$ cat src/sv/c8x_pkg.sv
// Shared types and operation codes for the CHIP-8 execute unit.
`default_nettype none
package c8x_pkg;

    typedef struct packed {
        logic [5:0]  kind;
        logic [3:0]  reg_x;
        logic [3:0]  reg_y;
        logic [3:0]  rows;
        logic [7:0]  imm_byte;
        logic [11:0] imm_addr;
        logic [15:0] keys_now;
        logic [15:0] keys_before;
        logic [7:0]  random_byte;
        logic [11:0] host_address;
        logic [7:0]  host_data;
    } t_in_word;

    typedef struct packed {
        logic [15:0] program_counter;
        logic [15:0] index_value;
        logic [7:0]  flag_value;
        logic        reg_written;
        logic [3:0]  written_index;
        logic [7:0]  written_value;
        logic        waiting_key;
        logic        sound_active;
        logic [7:0]  read_data;
        logic        stack_fault;
    } t_out_word;

    localparam logic [5:0] K_CLS  = 6'd0,  K_RET  = 6'd1,  K_JP   = 6'd2,  K_CALL = 6'd3;
    localparam logic [5:0] K_SEI  = 6'd4,  K_SNEI = 6'd5,  K_SER  = 6'd6,  K_LDI  = 6'd7;
    localparam logic [5:0] K_ADDI = 6'd8,  K_MOV  = 6'd9,  K_OR   = 6'd10, K_AND  = 6'd11;
    localparam logic [5:0] K_XOR  = 6'd12, K_ADD  = 6'd13, K_SUB  = 6'd14, K_SHR  = 6'd15;
    localparam logic [5:0] K_SUBN = 6'd16, K_SHL  = 6'd17, K_SNER = 6'd18, K_LDIX = 6'd19;
    localparam logic [5:0] K_JPV0 = 6'd20, K_RND  = 6'd21, K_DRW  = 6'd22, K_SKP  = 6'd23;
    localparam logic [5:0] K_SKNP = 6'd24, K_GDT  = 6'd25, K_KEY  = 6'd26, K_SDT  = 6'd27;
    localparam logic [5:0] K_SST  = 6'd28, K_ADDX = 6'd29, K_FONT = 6'd30, K_BCD  = 6'd31;
    localparam logic [5:0] K_STM  = 6'd32, K_LDM  = 6'd33, K_TICK = 6'd34, K_HWR  = 6'd35;
    localparam logic [5:0] K_HRD  = 6'd36, K_SRD  = 6'd37;

    // controller to datapath commands
    typedef enum logic [3:0] {
        C_NONE, C_START, C_CLR, C_MRD, C_MWR, C_DRAW, C_LDREG, C_SCR, C_FIN
    } t_op;

    typedef struct packed {
        t_op        op;
        logic [7:0] step;
    } t_cmd;

    typedef struct packed {
        logic [3:0] last_reg;
        logic [4:0] draw_rows;
    } t_sts;

endpackage
`default_nettype wire

$ cat src/sv/c8x_ctrl.sv
// Sequencer for multi-cycle operations of the execute unit.
`default_nettype none
module c8x_ctrl #(
    parameter int PIX = 2048
) (
    input  wire logic           i_clk,
    input  wire logic           i_rst_n,
    input  wire logic           i_in_valid,
    output logic                o_in_ready,
    input  wire c8x_pkg::t_in_word i_in,
    input  wire c8x_pkg::t_sts  i_sts,
    output c8x_pkg::t_cmd       o_cmd,
    input  wire logic           i_out_busy
);
    import c8x_pkg::*;

    localparam int CW = $clog2(PIX / 8 + 1);

    typedef enum logic [2:0] {S_IDLE, S_CLR, S_MEM, S_DRAW, S_WAIT, S_FIN} t_state;

    t_state     r_state;
    logic [5:0] r_kind;
    logic [CW-1:0] r_cnt;
    logic [1:0] r_ph;

    assign o_in_ready = (r_state == S_IDLE) && !i_out_busy;

    always_comb begin
        o_cmd.op   = C_NONE;
        o_cmd.step = 8'(r_cnt);
        unique case (r_state)
            S_IDLE: if (i_in_valid && o_in_ready) o_cmd.op = C_START;
            S_CLR:  o_cmd.op = C_CLR;
            S_MEM: begin
                priority if (r_kind == K_BCD || r_kind == K_STM || r_kind == K_HWR)
                    o_cmd.op = C_MWR;
                else if (r_ph == 2'd0) o_cmd.op = C_MRD;
                else if (r_kind == K_SRD) o_cmd.op = C_SCR;
                else o_cmd.op = C_LDREG;
            end
            S_DRAW: o_cmd.op = (r_ph == 2'd0) ? C_MRD : C_DRAW;
            S_WAIT: o_cmd.op = C_NONE;
            S_FIN:  o_cmd.op = C_FIN;
            default: o_cmd.op = C_NONE;
        endcase
    end

    always_ff @(posedge i_clk) begin
        if (!i_rst_n) begin
            r_state <= S_IDLE;
            r_kind  <= '0;
            r_cnt   <= '0;
            r_ph    <= '0;
        end else begin
            unique case (r_state)
                S_IDLE: if (i_in_valid && o_in_ready) begin
                    r_kind <= i_in.kind;
                    r_cnt  <= '0;
                    r_ph   <= '0;
                    priority case (i_in.kind)
                        K_CLS: r_state <= S_CLR;
                        K_BCD, K_STM, K_LDM, K_HWR, K_HRD, K_SRD: r_state <= S_MEM;
                        K_DRW: r_state <= S_DRAW;
                        default: r_state <= S_WAIT;
                    endcase
                end
                // all frame valid bits drop at once
                S_CLR: r_state <= S_FIN;
                S_MEM: begin
                    priority if (r_kind == K_BCD || r_kind == K_STM || r_kind == K_HWR) begin
                        r_cnt <= r_cnt + 1'b1;
                        if (r_kind == K_HWR || (r_kind == K_BCD && r_cnt == CW'(2)) ||
                            (r_kind == K_STM && r_cnt[3:0] == i_sts.last_reg))
                            r_state <= S_WAIT;
                    end else if (r_ph == 2'd0) begin
                        r_ph <= 2'd1;
                    end else begin
                        r_ph  <= 2'd0;
                        r_cnt <= r_cnt + 1'b1;
                        if (r_kind != K_LDM || r_cnt[3:0] == i_sts.last_reg)
                            r_state <= S_WAIT;
                    end
                end
                S_DRAW: begin
                    if (r_ph == 2'd0) begin
                        if (r_cnt >= CW'(i_sts.draw_rows)) r_state <= S_WAIT;
                        else r_ph <= 2'd1;
                    end else begin
                        r_ph  <= 2'd0;
                        r_cnt <= r_cnt + 1'b1;
                    end
                end
                S_WAIT: r_state <= S_FIN;
                S_FIN:  r_state <= S_IDLE;
                default: r_state <= S_IDLE;
            endcase
        end
    end
endmodule
`default_nettype wire

$ cat config.mk
export PLATFORM = sky130hd
export DESIGN_NAME = c8x_ctrl
export DESIGN_NICKNAME = d
export VERILOG_FILES = /design/src/sv/c8x_pkg.sv /design/src/sv/c8x_ctrl.sv
export SDC_FILE = /design/constraint.sdc
export NUM_CORES = 1
export LEC_CHECK = 0
export BUFFER_PORTS_ARGS = -buffer_cell sky130_fd_sc_hd__buf_4
export CORE_MARGIN = 5
export CORE_UTILIZATION = 39
export DETAILED_ROUTE_END_ITERATION = 7
export PLACE_DENSITY = 0.8
export REMOVE_ABC_BUFFERS = 1
export SLEW_MARGIN = 40
export SYNTH_ARGS = -nofsm -noshare
export SYNTH_HDL_FRONTEND = slang
export SYNTH_SLANG_ARGS = --single-unit
$ cat constraint.sdc
create_clock -name i_clk -period 2.6 [get_ports i_clk]
set_clock_uncertainty 0.2 [all_clocks]
set_input_delay 0.52 -clock i_clk [delete_from_list [all_inputs] [get_ports i_clk]]
set_output_delay 0.52 -clock i_clk [all_outputs]
set_load 0.05 [all_outputs]
* Word-level counts from Yosys, hierarchy flattened
Index checks and enable logic that the tools add are counted.
Widths: inputs -> output; s select.
** Cells by class
- Shift-type cells :: 0
- Multiplexer cells :: 25
- Bitwise operators :: 0
- Add/sub/neg operators :: 1
- Equality and inequality tests :: 27
- Multiply operators :: 0
- Reductions and logical operators :: 20
- Magnitude comparators :: 1
- Div/mod/pow operators :: 0
** Operators by type and width (number)
- $eq 6x6->1 const B :: 8
- $mux 3 :: 10
- $mux 9 :: 3
- $pmux 9 s3 :: 1
- $pmux 4 s5 :: 1
- $eq 6x5->1 const B :: 3
- $ne 3x3->1 const B :: 4
- $pmux 3 s4 :: 1
- $add 9x1->9 const B :: 1
- $eq 9x2->1 const B :: 1
- $ge 9x5->1 :: 1
- $pmux 3 s3 :: 1
- $mux 2 :: 4
- $eq 3x2->1 const B :: 2
- $eq 3x3->1 const B :: 2
- $logic_not 6->1 :: 1
- $ne 2x2->1 const B :: 3
- $ne 6x6->1 const B :: 1
- $pmux 2 s3 :: 1
- $reduce_and 6->1 :: 1
- $reduce_or 6->1 :: 1
- $logic_or 1x1->1 :: 5
- $eq 4x4->1 :: 1
- $logic_and 1x1->1 :: 4
- other kinds (10) :: 13
** Storage, ports and cells
- Bits in latches :: 0
- Bits in registers :: 20
- Memories kept :: 0
- ROM bits :: 0
- Bits in writable memories :: 0
- Output and inout bits :: 13
- Input port bits :: 111

* Logic depth before layout (Yosys ltp)
- Depth after elaboration :: 7
- Mapped depth :: 7
- Mapped depth without buffers :: 7

* Worst setup path before layout
OpenSTA, ideal clock, no wires.
- Path kind :: reg-to-output
- Start point :: register r_kind[5]
- End point :: output port o_cmd[9] (netlist bit)
- Required time :: 1880 ps
- Stages on the path, launching flop included :: 6
- Arrival :: 2097 ps
- Slack :: -217 ps
- Path through :: dfxtp_1 -> or4b_4 -> a21o_2 -> and2_2 -> a21oi_1 -> a311oi_1
** RTL lines
- start: declaration :: line c8x_ctrl.sv:22 : logic [5:0] r_kind;
- start signal: assignment :: line c8x_ctrl.sv:57 : r_kind <= i_in.kind;
- end: declaration :: line c8x_ctrl.sv:12 : output c8x_pkg::t_cmd o_cmd,

==> out/metrics.yaml <==
run_status: "finished with violations"
failed_checks: "setup timing"
final_cell_area_mm2: 0.00189
finalWeightedCongestion: 0.880
fp.dieArea_mm2: 0.00524
number_of_nets_still_failing_antenna_checks_after_routing: 0
worst-r2r-cell-count: 6
number_of_synthesized_flops_with_an_enable_pin: 0
power.share.sequential: 0.426
power.switching_uw: 231
worstPathRequired_ns: 1.88
yosys.area.top_type_share: 0.250
core-area_mm2: 0.00372
cts_made_buffers: 3
num_io_pins: 124
setup-violations-final: 3
critPathArrivalTime_ns: 2.03
setup-tns-final_ns: -0.405
final.period_utilization: 1.06
yosysWarningCount: 0
maxClockFrequency_mhz: 364
max_stage_delay_ns: 0.55
cp_num_buf_inv: 1
critPathLaunchType: "flop"
clk-insertion-delay-late_ns: 0.26
antenna-diode-count: 0
critical-path-top-delay-family: "simple AND/OR/NAND/NOR gates"
drt-pass1-iter-count: 4
numClockSinks: 19
p_sw_frac: 0.314
pwr_density_cell_mw_per_mm2: 390
detailed_place.area_mm2: 0.00179
synth.lib_cells_used.distinct: 54
design.final.nets: 348
yosys_register_bits: 19
floorplan.die.height_um: 72.4
setup_slack_ns: -0.149
internal_power_uw: 505
grt.overflow.total: 0
clock_path_buffers: 2
finish.utilization: 0.509
synthTopCellsByCount: "sky130_fd_sc_hd__dfxtp_1 (19), sky130_fd_sc_hd__a21oi_1 (17), sky130_fd_sc_hd__o21ai_0 (15)"
max_cap_viol_count: 0
drive_gt1_frac: 0.284
hold_path_depth: 3
cts.reportedPaths.clkPinSlew_ns: 0.07
wirelength_routed_mm: 4.02
global_route.usage.total: 0.168
tritoncts: "done"
synth_largest_area_cell: "sky130_fd_sc_hd__dfxtp_1"
post_cts_hold_buffer_count: 0
power_leakage_nw: 0.774
grt_antenna_before_repair: 0
wl_per_cell_um: 14.5
area_of_the_mapped_netlist_mm2: 0.00152
grt_pass1_vias: 1559
die_w_um: 72.4
synth_area_per_cell_um2: 7.67
total_via_count_after_detailed_routing: 1582
ys_async_sr_fraction: 0
fp_rows: 22
finalHoldViolations: 0
drv_slew: 0
post_route_minimum_period_ns: 2.75
grt_pass1_wl_mm: 7.06
timing.critical_path.to_type: "output pin"
ys_seq_area_frac: 0.250
detailedRoute.firstIterationViolations: 104
crit_path_max_fanout: 3
power_frac_clock: 0.289
area_growth_pct: 24.5
place_worst_setup_slack_ns: 0.0274
path_cells: "or4b_4 -> or3_4 -> and2_4 -> a21oi_2 -> a311oi_2 -> buf_6"
routed_via_density: 5.71
ys.flop_type: "sky130_fd_sc_hd__dfxtp_1"
worstHoldPathType: "in -> reg"
portBuffers: 31
power.total_uw: 737
post_synth_main_area_contributors: "sky130_fd_sc_hd__dfxtp_1 (25%), sky130_fd_sc_hd__ha_1 (5.8%), sky130_fd_sc_hd__a21oi_1 (5.6%)"
synthMostInstantiatedCell: "sky130_fd_sc_hd__dfxtp_1"
rsz0062_at_grt: "yes"
grt_start_max_net_pins: 14
cts-root-buf: "sky130_fd_sc_hd__clkbuf_8"
max-vdd-ir-drop_mv: 0.215
initial_core_util: 0.409
worst_path_max_delay_cell: "sky130_fd_sc_hd__or4b_4"
detailedPlacementHpwl_mm: 3.05
combPwrFrac: 0.285
worst-setup-path-type: "reg -> out"
post-route-drc-count: 0
postSynthCellCount: 198
maxSlewHeadroom: 0.625
cp_num_cells: 6
h-tree-depth: 1
worstMarginPinSlew_ns: 0.557
## tightest hold or removal path, cell delays in order
cell                      delay (ns)
sky130_fd_sc_hd__buf_4          0.10
sky130_fd_sc_hd__mux2i_1        0.06
sky130_fd_sc_hd__nor2_1         0.07
## cells by family after synthesis
family	after synthesis	synth area share
muxes	5	0.0330
buffers and inverters	29	0.0931
DFF	19	0.250
AOI/OAI and AO/OA	67	0.285
and+or+nand+nor	66	0.252
xor gates and xnor gates	5	0.0288
adders and majority gates	7	0.0577
## per-layer routing
layer	vias to the layer above	part of all wire	routed length [um]	track usage
met2	75	0.43	1720	0.257
met4	0	0.019	78	0.0635
li1	781	-	-	-
met3	13	0.093	375	0.0443
met5	-	0	0	0
met1	713	0.46	1850	0.227
## path summary, 6_finish.rpt
path         slack [ns]    endpoint  startpoint
max               -0.15    o_cmd[9]   r_kind[2]
min                0.33   r_kind[2]    i_in[94]
max reg2reg        0.32  r_state[2]   r_kind[2]
min reg2reg        0.35    r_cnt[7]    r_cnt[7]
## repair_timing
action                                 4_1_cts  5_1_grt
setup endpoints to repair                    3        3
endpoints found under the hold margin        0        0
pin swaps                                    5        2
resized for setup                            9        2
setup buffers                                3        0
## cell usage in the layout (no fill, tap or decap), types with 2 or more instances in the layout
master and count:
sky130_fd_sc_hd__ha_1 7, sky130_fd_sc_hd__a22o_1 2, sky130_fd_sc_hd__or3_1 2, sky130_fd_sc_hd__mux2i_1 5
sky130_fd_sc_hd__dfxtp_1 17, sky130_fd_sc_hd__nor3b_1 2, sky130_fd_sc_hd__nor2b_1 2, sky130_fd_sc_hd__o21ai_0 14
sky130_fd_sc_hd__and3_1 2, sky130_fd_sc_hd__and2_1 2, sky130_fd_sc_hd__nor2_1 14, sky130_fd_sc_hd__a31oi_1 4
sky130_fd_sc_hd__a21oi_1 15, sky130_fd_sc_hd__dfxtp_2 2, sky130_fd_sc_hd__nor4_1 2, sky130_fd_sc_hd__nand2_1 13
sky130_fd_sc_hd__inv_1 12, sky130_fd_sc_hd__clkbuf_8 3, sky130_fd_sc_hd__o21a_1 2, sky130_fd_sc_hd__a211oi_1 5
sky130_fd_sc_hd__a22oi_1 2, sky130_fd_sc_hd__o31ai_1 3, sky130_fd_sc_hd__xor2_1 4, sky130_fd_sc_hd__nand4b_1 2
sky130_fd_sc_hd__or2_2 2, sky130_fd_sc_hd__o211ai_1 5, sky130_fd_sc_hd__nor3_1 4, sky130_fd_sc_hd__buf_6 3
sky130_fd_sc_hd__nand3_1 6, sky130_fd_sc_hd__buf_4 41, sky130_fd_sc_hd__nand2b_1 3, sky130_fd_sc_hd__a21oi_2 3
## area by class of cell
class	instances	area, um^2
clock buffer	4	45.0
sequential	19	383
multi-input combinational	150	1020
tap	48	60.1
inverter	12	45.0
timing repair buffer	44	342
fill	367	1830
## registers in the layout, summed over array words and instances (netlist names)
name,count
r_ph,1
r_cnt,9
r_kind,6
r_state,3
## power groups by stage
stage	Sequential (mW)	Combinational, mW	Clock (mW)
finish	0.314	0.210	0.213
global route	0.317	0.230	0.231
CTS	0.313	0.207	0.221
detailed placement	0.320	0.197	0
global placement	0.320	0.194	0
floorplan	0.326	0.110	0
## stage by stage
stage	hold slack (ns)	instances
CTS	0.321	277
global route	0.351	277
finish	0.326	277
floorplan	0.292	181
detailed placement	0.337	270
global placement	0.317	270
Power figures use the tool's default switching activity.
